File: src/swt_pkg.sv
`timescale 1ns / 1ps

package swt_pkg;

  // Prescaler ratio for the minute unit and the device number of the watchdog.
  localparam int unsigned TICKS_PER_MINUTE = 60;
  localparam logic [7:0]  WATCHDOG_DEVICE  = 8'h08;

  // Width of the minute prescaler count, wide enough to hold TICKS_PER_MINUTE itself.
  localparam int unsigned PRESCALE_W = 6;

  // Operation codes of a request word.
  typedef enum logic [1:0] {
    OP_WRITE = 2'd0,
    OP_READ  = 2'd1,
    OP_TICK  = 2'd2,
    OP_NONE  = 2'd3
  } opcode_t;

  // Port codes.
  localparam logic PORT_INDEX = 1'b0;
  localparam logic PORT_DATA  = 1'b1;

  // Index port keys.
  localparam logic [7:0] KEY_OPEN  = 8'h55;
  localparam logic [7:0] KEY_CLOSE = 8'haa;

  // Register indexes.
  localparam logic [7:0] IDX_LDN     = 8'h07;
  localparam logic [7:0] IDX_ACTIVE  = 8'h30;
  localparam logic [7:0] IDX_EVENT   = 8'he2;
  localparam logic [7:0] IDX_UNIT    = 8'hf1;
  localparam logic [7:0] IDX_TIMEOUT = 8'hf2;
  localparam logic [7:0] IDX_IRQSEL  = 8'hf3;

  // Request word.
  typedef struct packed {
    logic [1:0] opcode;
    logic       port_select;
    logic [7:0] write_data;
  } req_t;

  // Result word.
  typedef struct packed {
    logic [7:0] read_data;
    logic       irq_fire;
    logic       reset_fire;
    logic [3:0] irq_line;
  } rsp_t;

endpackage

File: src/superio_watchdog_timer_top.sv
// Watchdog of a super I/O chip behind an index port and a data port.
// Request channel (req_valid, req_stall, req): each word is a bus write, a
// bus read, a one-second tick or a no-op. Result channel (rsp_valid,
// rsp_stall, rsp): exactly one result word per request word, in order,
// carrying the read byte (0 for anything but a read), the expiry pulses
// and the selected interrupt line.
// A request word waits in the request register until the result register
// is free or leaving; then the watchdog state and timer update together
// with loading the result register, where its result word is shown.
// Throughput is one word per cycle while rsp_stall is low; the result
// and request registers let a new word enter while a finished result waits.
// When rsp_stall holds the result, the request register keeps its word and
// req_stall rises once that register is full, so nothing is lost.
// Reset clears both registers, closes configuration mode and clears all
// watchdog registers; the timer is off until activated with a nonzero timeout.
`timescale 1ns / 1ps

module superio_watchdog_timer_top import swt_pkg::*; (
  input  logic clk,
  input  logic rst,
  input  logic req_valid,
  output logic req_stall,
  input  req_t req,
  output logic rsp_valid,
  input  logic rsp_stall,
  output rsp_t rsp
);

  logic req_q_valid;
  req_t req_q;
  rsp_t core_rsp;
  logic advance;

  // The request register moves on when the result register is free or leaving.
  assign advance   = req_q_valid && (!rsp_valid || !rsp_stall);
  assign req_stall = req_q_valid && !advance;

  // Request register.
  always_ff @(posedge clk) begin
    if (rst) begin
      req_q_valid <= 1'b0;
    end else if (req_valid && !req_stall) begin
      req_q_valid <= 1'b1;
    end else if (advance) begin
      req_q_valid <= 1'b0;
    end
  end

  always_ff @(posedge clk) begin
    if (req_valid && !req_stall) begin
      req_q <= req;
    end
  end

  swt_core u_core (
    .clk  (clk),
    .rst  (rst),
    .step (advance),
    .req  (req_q),
    .rsp  (core_rsp)
  );

  // Result register.
  always_ff @(posedge clk) begin
    if (rst) begin
      rsp_valid <= 1'b0;
    end else if (advance) begin
      rsp_valid <= 1'b1;
    end else if (!rsp_stall) begin
      rsp_valid <= 1'b0;
    end
  end

  always_ff @(posedge clk) begin
    if (advance) begin
      rsp <= core_rsp;
    end
  end

endmodule

File: src/swt_core.sv
`timescale 1ns / 1ps

module swt_core import swt_pkg::*; (
  input  logic clk,
  input  logic rst,
  input  logic step,
  input  req_t req,
  output rsp_t rsp
);

  // Architectural state.
  logic                  config_open;
  logic [7:0]            reg_index;
  logic [7:0]            logical_device;
  logic                  timer_active;
  logic                  event_reboot;
  logic                  unit_seconds;
  logic [3:0]            irq_select;
  logic [7:0]            remaining_count;
  logic [PRESCALE_W-1:0] minute_prescale;

  logic                  config_open_next;
  logic [7:0]            reg_index_next;
  logic [7:0]            logical_device_next;
  logic                  timer_active_next;
  logic                  event_reboot_next;
  logic                  unit_seconds_next;
  logic [3:0]            irq_select_next;
  logic [7:0]            remaining_count_next;
  logic [PRESCALE_W-1:0] minute_prescale_next;

  logic                  wd_selected;
  logic [PRESCALE_W:0]   prescale_sum;
  logic                  count_dec;
  logic [7:0]            data_rd;
  logic [7:0]            read_data;
  logic                  irq_fire;
  logic                  reset_fire;

  assign wd_selected  = (logical_device == WATCHDOG_DEVICE);
  assign prescale_sum = {1'b0, minute_prescale} + (PRESCALE_W+1)'(1);

  // Data port read mux.
  always_comb begin
    data_rd = 8'h00;
    if (reg_index == IDX_LDN) begin
      data_rd = logical_device;
    end else if (wd_selected) begin
      case (reg_index)
        IDX_ACTIVE:  data_rd = {7'b0, timer_active};
        IDX_EVENT:   data_rd = {4'b0, event_reboot, 3'b0};
        IDX_UNIT:    data_rd = {unit_seconds, 7'b0};
        IDX_TIMEOUT: data_rd = remaining_count;
        IDX_IRQSEL:  data_rd = {irq_select, 4'b0};
        default:     data_rd = 8'h00;
      endcase
    end
  end

  // Next state and result for the word at hand.
  always_comb begin
    config_open_next     = config_open;
    reg_index_next       = reg_index;
    logical_device_next  = logical_device;
    timer_active_next    = timer_active;
    event_reboot_next    = event_reboot;
    unit_seconds_next    = unit_seconds;
    irq_select_next      = irq_select;
    remaining_count_next = remaining_count;
    minute_prescale_next = minute_prescale;
    count_dec            = 1'b0;
    read_data            = 8'h00;
    irq_fire             = 1'b0;
    reset_fire           = 1'b0;

    case (opcode_t'(req.opcode))
      OP_WRITE: begin
        if (req.port_select == PORT_INDEX) begin
          if (req.write_data == KEY_OPEN) begin
            config_open_next = 1'b1;
          end else if (config_open) begin
            if (req.write_data == KEY_CLOSE) begin
              config_open_next = 1'b0;
            end else begin
              reg_index_next = req.write_data;
            end
          end
        end else if (config_open) begin
          if (reg_index == IDX_LDN) begin
            logical_device_next = req.write_data;
          end else if (wd_selected) begin
            case (reg_index)
              IDX_ACTIVE: timer_active_next = req.write_data[0];
              IDX_EVENT:  event_reboot_next = req.write_data[3];
              IDX_UNIT:   unit_seconds_next = req.write_data[7];
              IDX_TIMEOUT: begin
                remaining_count_next = req.write_data;
                minute_prescale_next = '0;
              end
              IDX_IRQSEL: irq_select_next = req.write_data[7:4];
              default: ;
            endcase
          end
        end
      end
      OP_READ: begin
        if (config_open) begin
          read_data = (req.port_select == PORT_INDEX) ? reg_index : data_rd;
        end
      end
      OP_TICK: begin
        if (timer_active && (remaining_count != 8'h00)) begin
          if (unit_seconds) begin
            count_dec = 1'b1;
          end else if (prescale_sum >= (PRESCALE_W+1)'(TICKS_PER_MINUTE)) begin
            minute_prescale_next = '0;
            count_dec            = 1'b1;
          end else begin
            minute_prescale_next = prescale_sum[PRESCALE_W-1:0];
          end
          if (count_dec) begin
            remaining_count_next = remaining_count - 8'd1;
            // Expiry: the count steps from one to zero.
            if (remaining_count == 8'd1) begin
              if (event_reboot) begin
                reset_fire = 1'b1;
              end else if (irq_select != 4'd0) begin
                irq_fire = 1'b1;
              end
            end
          end
        end
      end
      default: ;
    endcase
  end

  assign rsp.read_data  = read_data;
  assign rsp.irq_fire   = irq_fire;
  assign rsp.reset_fire = reset_fire;
  assign rsp.irq_line   = irq_select_next;

  // State update, one word per step.
  always_ff @(posedge clk) begin
    if (rst) begin
      config_open     <= 1'b0;
      reg_index       <= 8'h00;
      logical_device  <= 8'h00;
      timer_active    <= 1'b0;
      event_reboot    <= 1'b0;
      unit_seconds    <= 1'b0;
      irq_select      <= 4'd0;
      remaining_count <= 8'h00;
      minute_prescale <= '0;
    end else if (step) begin
      config_open     <= config_open_next;
      reg_index       <= reg_index_next;
      logical_device  <= logical_device_next;
      timer_active    <= timer_active_next;
      event_reboot    <= event_reboot_next;
      unit_seconds    <= unit_seconds_next;
      irq_select      <= irq_select_next;
      remaining_count <= remaining_count_next;
      minute_prescale <= minute_prescale_next;
    end
  end

endmodule

File: config.mk
export PLATFORM = sky130hd
export DESIGN_NAME = superio_watchdog_timer_top
export DESIGN_NICKNAME = d
export VERILOG_FILES = /design/src/swt_pkg.sv /design/src/superio_watchdog_timer_top.sv /design/src/swt_core.sv
export SDC_FILE = /design/constraint.sdc
export NUM_CORES = 1
export LEC_CHECK = 0
export ABC_CLOCK_PERIOD_IN_PS = 2700
export BUFFER_PORTS_ARGS = -buffer_cell sky130_fd_sc_hd__buf_2
export CORE_MARGIN = 2
export CORE_UTILIZATION = 59
export CTS_CLUSTER_SIZE = 40
export DETAILED_ROUTE_END_ITERATION = 12
export PLACE_DENSITY = 0.78
export SYNTH_ARGS = -nofsm -noshare
export SYNTH_HDL_FRONTEND = slang
export SYNTH_SLANG_ARGS = --single-unit
File: constraint.sdc
create_clock -name clk -period 2.7 [get_ports clk]
set_clock_uncertainty 0.1 [all_clocks]
set_input_delay 0.405 -clock clk [delete_from_list [all_inputs] [get_ports clk]]
set_output_delay 0.405 -clock clk [all_outputs]
set_load 0.02 [all_outputs]
==> tab_implementation.tex, run 1 <==
\begin{tabular}{lr}
\hline
Metric & Value \\
\hline
\multicolumn{2}{l}{\textbf{Outcome}} \\
Outcome & complete, no violations \\
\multicolumn{2}{l}{\textbf{Power}} \\
P\_leak & roughly 1.4 nW \\
Combinational cell fraction of total power & $\sim$5.8\% \\
Switching share of power & about 22\% \\
Internal Power & 0.00162 W \\
IR Drop Worst-Case VDD & 0.541 mV \\
Share of power burned in the clock network & 43.4\% \\
Net switching component of the power & 0.000470 W \\
Power share of the sequential group & 50.8\% \\
Pwr per Cell Area & 529 nW/um2 \\
\multicolumn{2}{l}{\textbf{Place}} \\
Placement-stage worst setup slack & about 0.29 ns \\
Final RePlAce weighted congestion & between 0.9 and 1 \\
Total instance count after detailed placement & about 430 \\
Sum of net half-perimeters after detailed placement & 5.61 mm \\
\# port buffers & 30 \\
\multicolumn{2}{l}{\textbf{Route}} \\
Iter 0 DRT Violations & 410 \\
DR pass1 iterations & 5 \\
DR DRC count & 0 \\
Detailed-route vias per instance & 6.36 \\
Total length of routed wires & 7.98 mm \\
Detailed-route via count & 2830 \\
Wire length per cell & about 18 um \\
Detail Route Antenna Nets & 0 \\
\multicolumn{2}{l}{\textbf{Yosys}} \\
Total nets after synthesis & 350 \\
YS warnings & 0 \\
Cells after Synth & 331 \\
Number of enable flip-flop cells after synthesis & 25 \\
Most used DFF post-synth & sky130\_fd\_sc\_hd\_\_dfxtp\_1 \\
Post-synth cell types & just under 70 \\
Sequential area share after synthesis & 44.8\% \\
Fraction of registers with async set or reset after synthesis & 0\% \\
Netlist Area Pre-Place & 3460 um2 \\
Average instance area after synthesis & roughly 10 um2 \\
Number of register bits inferred by synthesis & 65 \\
\multicolumn{2}{l}{\textbf{Floorplan}} \\
Total Die Area & between 6000 and 7000 um2 \\
Y dimension of the die & 80.6 um \\
Area inside the core boundary & 5570 um2 \\
Io pins & 31 \\
Horizontal die dimension & slightly above 80 um \\
FP Rows & 27 \\
Effective utilization at floorplan & 62.1\% \\
\multicolumn{2}{l}{\textbf{Global route}} \\
Global-route wire length before repair & 12.7 mm \\
Vias in the first global route & 2440 \\
Number of antenna violations at the first check in global routing & 0 \\
Pin count of the biggest net entering global routing & 39 \\
Overall global routing resource usage & 26.3\% \\
GRT Residual Overflow & 0 \\
\multicolumn{2}{l}{\textbf{Finish}} \\
Non-filler instance count after layout & 445 \\
Commonest non-fill, non-tap cell in the layout & sky130\_fd\_sc\_hd\_\_nor2\_1 \\
Multi-input combinational cell area & 1800 um2 \\
\# fillers & 432 \\
Ant. Diodes & 0 \\
Area Overhead vs Synth & 14.0\% \\
Most used cells in the layout excluding fill and tap cells & 41 x sky130\_fd\_sc\_hd\_\_nor2\_1, 40 x sky130\_fd\_sc\_hd\_\_dfxtp\_1, 30 x sky130\_fd\_sc\_hd\_\_buf\_2 \\
Net count, final & 387 \\
Area used by sequential logic in the layout & 1550 um2 \\
Share of post-route cells with drive strength above 1 & around 23\% \\
Final Core Density & 70.8\% \\
\multicolumn{2}{l}{\textbf{Worst setup path}} \\
Worst path required time & 2.83 ns \\
Crit path max fanout & 11 \\
Startpoint of the worst register-to-register path & u\_core.remaining\_count[0] \\
Capture instance of the worst register-to-register path & u\_core.minute\_prescale[5] \\
Worst Path Class, Setup & register to register \\
Crit path capture type & register \\
Arr. time, crit path & 2.58 ns \\
Startpoint type of the worst setup path & register \\
Depth of the worst register-to-register path & 7 \\
Reg-to-reg slack, setup & 0.25 ns \\
\multicolumn{2}{l}{\textbf{Worst hold path}} \\
Worst Hold End & req\_q[6] \\
Type of the most critical hold path & input pin to register \\
Start point of the worst hold path & req[6] \\
Hold Crit Depth & 1 \\
\multicolumn{2}{l}{\textbf{CTS}} \\
Clock root buffer & sky130\_fd\_sc\_hd\_\_clkbuf\_8 \\
H-tree depth & 3 \\
Post-cts repair resize count & 0 \\
Number of CTS-inserted buffers & 9 \\
TritonCTS clock tree & yes \\
Clock sink count & 65 \\
Clk\_lat worst skew & about 0.34 ns \\
\# hold bufs at CTS & 0 \\
Maximum clock insertion buffer count & 2 \\
Clock edge transition at the registers on the reported setup and hold paths & 0.07 ns \\
Post-CTS repair timing setup buffer count & 0 \\
\multicolumn{2}{l}{\textbf{STA}} \\
Transition time at the pin with the least slew margin & 0.844 ns \\
RSZ-0062 raised after global routing & no \\
Slew Viols, Final & 0 \\
Final critical-path required period & 2.45 ns \\
Endpoints failing hold & 0 \\
Final clock period utilization by the worst path & 90.7\% \\
Number of endpoints failing setup at the final stage & 0 \\
Final total negative setup slack & 0 ns \\
Max\_slew headroom & 43.3\% \\
Least setup slack across all paths after layout & 0.251 ns \\
Upper clock frequency limit & 408 MHz \\
\multicolumn{2}{l}{\textbf{Job}} \\
Maxcap violations & 0 \\
\hline
\end{tabular}
==> stage by stage <==
step | hold WS (ns) | total power, W | area [um2]
finish | 0.132 | 0.00209 | 3950
global route | 0.115 | 0.00216 | 3950
CTS | 0.122 | 0.00210 | 3950
detailed placement | 0.385 | 0.00120 | 3720
global placement | 0.381 | 0.00120 | 3720
floorplan | 0.351 | 0.00115 | 3460
==> synthesized netlist by cell type, types with 6 or more instances <==
master / number / area (um2)
sky130_fd_sc_hd__o21ai_0: 13 / 65.1
sky130_fd_sc_hd__nor4_1: 7 / 43.8
sky130_fd_sc_hd__nand2_1: 18 / 67.6
sky130_fd_sc_hd__edfxtp_1: 25 / 751
sky130_fd_sc_hd__nand3_1: 10 / 50.1
sky130_fd_sc_hd__a21oi_1: 15 / 75.1
sky130_fd_sc_hd__o31ai_1: 8 / 60.1
sky130_fd_sc_hd__dfxtp_1: 40 / 801
sky130_fd_sc_hd__inv_1: 6 / 22.5
sky130_fd_sc_hd__mux2i_1: 23 / 230
sky130_fd_sc_hd__clkbuf_1: 11 / 41.3
sky130_fd_sc_hd__nor3_1: 9 / 45.0
sky130_fd_sc_hd__nor2_1: 41 / 154
==> critical path: stages, from the launching register on <==
cell and delay [ns]:
sky130_fd_sc_hd__dfxtp_1 0.39, sky130_fd_sc_hd__inv_1 0.12, sky130_fd_sc_hd__ha_1 0.16, sky130_fd_sc_hd__or4b_1 0.43, sky130_fd_sc_hd__o211ai_1 0.24, sky130_fd_sc_hd__a221o_1 0.44
sky130_fd_sc_hd__nor3_2 0.14, sky130_fd_sc_hd__a221o_1 0.33
==> flip-flops by register name (all words and copies together) (netlist names), 4 cells and up <==
name / flops
u_core.irq_select: 4
req_q: 11
u_core.logical_device: 8
rsp: 14
u_core.minute_prescale: 6
u_core.reg_index: 8
u_core.remaining_count: 8
==> cell families (layout without fill, tap and decap cells) <==
kind of cell / after synthesis / after routing / synth area share, %
AND/OR/NAND/NOR: 128 / 128 / 23.4
buffers and inverters: 24 / 66 / 3.11
XOR/XNOR: 1 / 1 / 0.253
adder cells (fa/ha/maj): 4 / 4 / 1.45
flip-flops: 65 / 65 / 44.8
multiplexers: 32 / 32 / 10.0
AO/OA/AOI/OAI: 77 / 77 / 16.9
==> layer usage <==
| metal | part of all wire [%] | track usage (%) | up-vias | wire [um] |
|---|---|---|---|---|
| met5 | 0 | 0 | - | 0 |
| met4 | 2.7 | 10.7 | 0 | 216 |
| met3 | 7.1 | 6.85 | 17 | 563 |
| met2 | 46 | 39.4 | 124 | 3630 |
| met1 | 45 | 36.2 | 1335 | 3570 |
| li1 | - | - | 1354 | - |
==> power by group through the flow <==
stage	combinational, W	sequential, W	clock, W
3_3_place_gp	0.000117	0.00108	0
2_1_floorplan	0.0000635	0.00109	0
6_report	0.000121	0.00106	0.000906
5_1_grt	0.000133	0.00106	0.000967
3_5_place_dp	0.000119	0.00108	0
4_1_cts	0.000120	0.00106	0.000917
==> cell type report <==
class                      count  share of cell area, %
sequential                    65                   39.3
clock buffer                  13                   4.57
tap                           72                   2.28
timing repair buffer          44                   6.47
multi-input combinational    242                   45.7
clock inverter                 3                   1.14
inverter                       6                  0.571
==> how the worst max path moves through the flow <==
| stage | to | startpoint | slack, ns | cells past startpoint |
|---|---|---|---|---|
| 3_3_place_gp | u_core.minute_prescale[5] | u_core.remaining_count[0] | 0.37 | 7 |
| 3_5_place_dp | u_core.minute_prescale[5] | u_core.remaining_count[0] | 0.29 | 7 |
| 6_report | u_core.minute_prescale[5] | u_core.remaining_count[0] | 0.25 | 7 |
| 4_1_cts | u_core.minute_prescale[5] | u_core.remaining_count[0] | 0.24 | 7 |
| 2_1_floorplan | rsp[0] | u_core.reg_index[3] | 0.44 | 5 |
| 5_1_grt | u_core.minute_prescale[5] | u_core.remaining_count[0] | 0.13 | 7 |
No activity file was read; power rests on OpenSTA's default activity.
==> run 2, diff against run 1 <==
ABC_CLOCK_PERIOD_IN_PS = 2550   (was 2700)
clock period = 2.55 ns   (was 2.7 ns; I/O delays follow)
==> run 2 against run 1 <==
Sequential share of layout area up 0.087 points. Die area unchanged. Sequential power is 6% higher. Global-route usage is 0.85 points higher.
==> tab_implementation.tex, run 2 (synthesis gave the netlist of run 1 again) <==
\begin{tabular}{lr}
\hline
Metric & Value \\
\hline
\multicolumn{2}{l}{\textbf{Finish}} \\
Most used cells in the layout excluding fill and tap cells & 41 x sky130\_fd\_sc\_hd\_\_nor2\_1, 40 x sky130\_fd\_sc\_hd\_\_dfxtp\_1, 30 x sky130\_fd\_sc\_hd\_\_buf\_2 \\
Share of post-route cells with drive strength above 1 & around a quarter \\
Area Overhead vs Synth & 13.8\% \\
Commonest non-fill, non-tap cell in the layout & sky130\_fd\_sc\_hd\_\_nor2\_1 \\
Area used by sequential logic in the layout & 1550 um2 \\
Layout Cell Area excl Fill & 3940 um2 \\
Net count, final & about 400 \\
Ant. Diodes & 0 \\
Multi-input combinational cell area & 1800 um2 \\
\# fillers & 448 \\
Max FFs per register & 14 \\
Largest registers & rsp (14), req\_q (11) \\
Register with the most flip-flops & rsp \\
\multicolumn{2}{l}{\textbf{Worst setup path}} \\
Critical-path top delay cell & sky130\_fd\_sc\_hd\_\_or4b\_1 \\
Arr. time, crit path & 2.56 ns \\
Logic depth of the worst setup path including buffers & 7 \\
Startpoint type of the worst setup path & register \\
Crit-path max cell delay & 0.43 ns \\
Library cell appearing most often on the critical path & sky130\_fd\_sc\_hd\_\_a221o\_1 \\
Family with the most delay on the worst path & compound AO/OA/AOI/OAI gates \\
Worst Path Class, Setup & register to register \\
Crit path capture type & register \\
Worst path required time & 2.69 ns \\
Buffering stage count on the worst path with inverters included & 1 \\
Depth of the worst register-to-register path & 7 \\
Cells traversed along the worst timing path & inv\_1 -> ha\_1 -> or4b\_1 -> o211ai\_1 -> a221o\_1 -> nor3\_2 -> a221o\_1 \\
Crit path max fanout & 9 \\
\multicolumn{2}{l}{\textbf{Global route}} \\
Vias in the first global route & about 2700 \\
Number of antenna violations at the first check in global routing & 0 \\
Global-route wire length before repair & 13.1 mm \\
GRT Residual Overflow & 0 \\
Overall global routing resource usage & between 20\% and 30\% \\
Pin count of the biggest net entering global routing & 39 \\
\multicolumn{2}{l}{\textbf{STA}} \\
Final clock period utilization by the worst path & 94.7\% \\
Upper clock frequency limit & 414 MHz \\
RSZ-0062 raised after global routing & no \\
Final total negative setup slack & 0 ns \\
Slew Viols, Final & 0 \\
Max\_slew headroom & 44.3\% \\
Final critical-path required period & about 2.4 ns \\
Endpoints failing hold & 0 \\
Number of endpoints failing setup at the final stage & 0 \\
Least setup slack across all paths after layout & about 0.13 ns \\
Worst Hold Margin & 0.102 ns \\
Transition time at the pin with the least slew margin & between 0.8 and 0.9 ns \\
\multicolumn{2}{l}{\textbf{Power}} \\
Pwr per Cell Area & between 500 and 600 nW/um2 \\
P\_leak & 1.45 nW \\
IR Drop Worst-Case VDD & 0.405 mV \\
Power after layout & approximately 0.0020 W \\
\multicolumn{2}{l}{\textbf{CTS}} \\
Post-CTS repair timing setup buffer count & 0 \\
Number of CTS-inserted buffers & 9 \\
Clock edge transition at the registers on the reported setup and hold paths & roughly 0.07 ns \\
Clock root buffer & sky130\_fd\_sc\_hd\_\_clkbuf\_8 \\
Clock sink count & 65 \\
\# hold bufs at CTS & 0 \\
Maximum clock insertion buffer count & 2 \\
Post-cts repair resize count & 0 \\
H-tree depth & 3 \\
TritonCTS clock tree & yes \\
Clk\_lat worst skew & 0.35 ns \\
\multicolumn{2}{l}{\textbf{Route}} \\
DR pass1 iterations & 5 \\
Detailed-route via count & 2880 \\
DR DRC count & 0 \\
Total length of routed wires & 8.02 mm \\
Detailed-route vias per instance & about 6.4 \\
Iter 0 DRT Violations & 308 \\
Wire length per cell & 17.8 um \\
Detail Route Antenna Nets & 0 \\
\multicolumn{2}{l}{\textbf{Place}} \\
Sum of net half-perimeters after detailed placement & 5.79 mm \\
Final RePlAce weighted congestion & 0.954 \\
Placement-stage worst setup slack & roughly 0.18 ns \\
Post-Place Cell Area & approximately 3800 um2 \\
\# port buffers & 30 \\
\multicolumn{2}{l}{\textbf{Floorplan}} \\
Io pins & 31 \\
Area inside the core boundary & between 5000 and 6000 um2 \\
FP Rows & 27 \\
Horizontal die dimension & approximately 81 um \\
Total Die Area & about 6500 um2 \\
Effective utilization at floorplan & around 62\% \\
Y dimension of the die & 80.6 um \\
\multicolumn{2}{l}{\textbf{Worst hold path}} \\
Type of the most critical hold path & input pin to register \\
Hold Crit Depth & 1 \\
\multicolumn{2}{l}{\textbf{Outcome}} \\
Outcome & complete, no violations \\
\multicolumn{2}{l}{\textbf{Job}} \\
Maxcap violations & 0 \\
\hline
\end{tabular}
## run 2: metrics by stage
step / cells / util [%]
6_report: 451 / 70.6
5_1_grt: 451 / 70.6
4_1_cts: 451 / 70.6
3_5_place_dp: 435 / 67.6
3_3_place_gp: 435 / 67.6
2_1_floorplan: 331 / -
## run 2: layout make-up
cell class                 count  share of cell area (%)
sequential                    65                    39.4
inverter                       6                   0.572
multi-input combinational    242                    45.8
clock inverter                 7                    1.21
timing repair buffer          50                    7.63
clock buffer                   9                    3.15
tap                           72                    2.29
## run 2: metal layers
layer	part of all wire, %	global-route usage [%]
met4	3.4	12.5
met2	47	42.6
met5	0	0
met1	43	35.1
met3	7.4	6.97
## run 2: worst paths after layout
| path | start | to | slack, ns |
|---|---|---|---|
| setup / recovery | u_core.remaining_count[1] | u_core.minute_prescale[5] | 0.13 |
| setup reg to reg | u_core.remaining_count[1] | u_core.minute_prescale[5] | 0.13 |
| hold reg to reg | req_q_valid | rsp_valid | 0.39 |
| hold / removal | req[5] | req_q[5] | 0.10 |
## run 2: where the power goes
part           switching (W)  leakage, nW  internal, W  total, W
Clock               0.000411       0.0850     0.000349  0.000760
Combinational      0.0000833        0.802    0.0000473  0.000131
Sequential         0.0000222        0.562      0.00110   0.00112
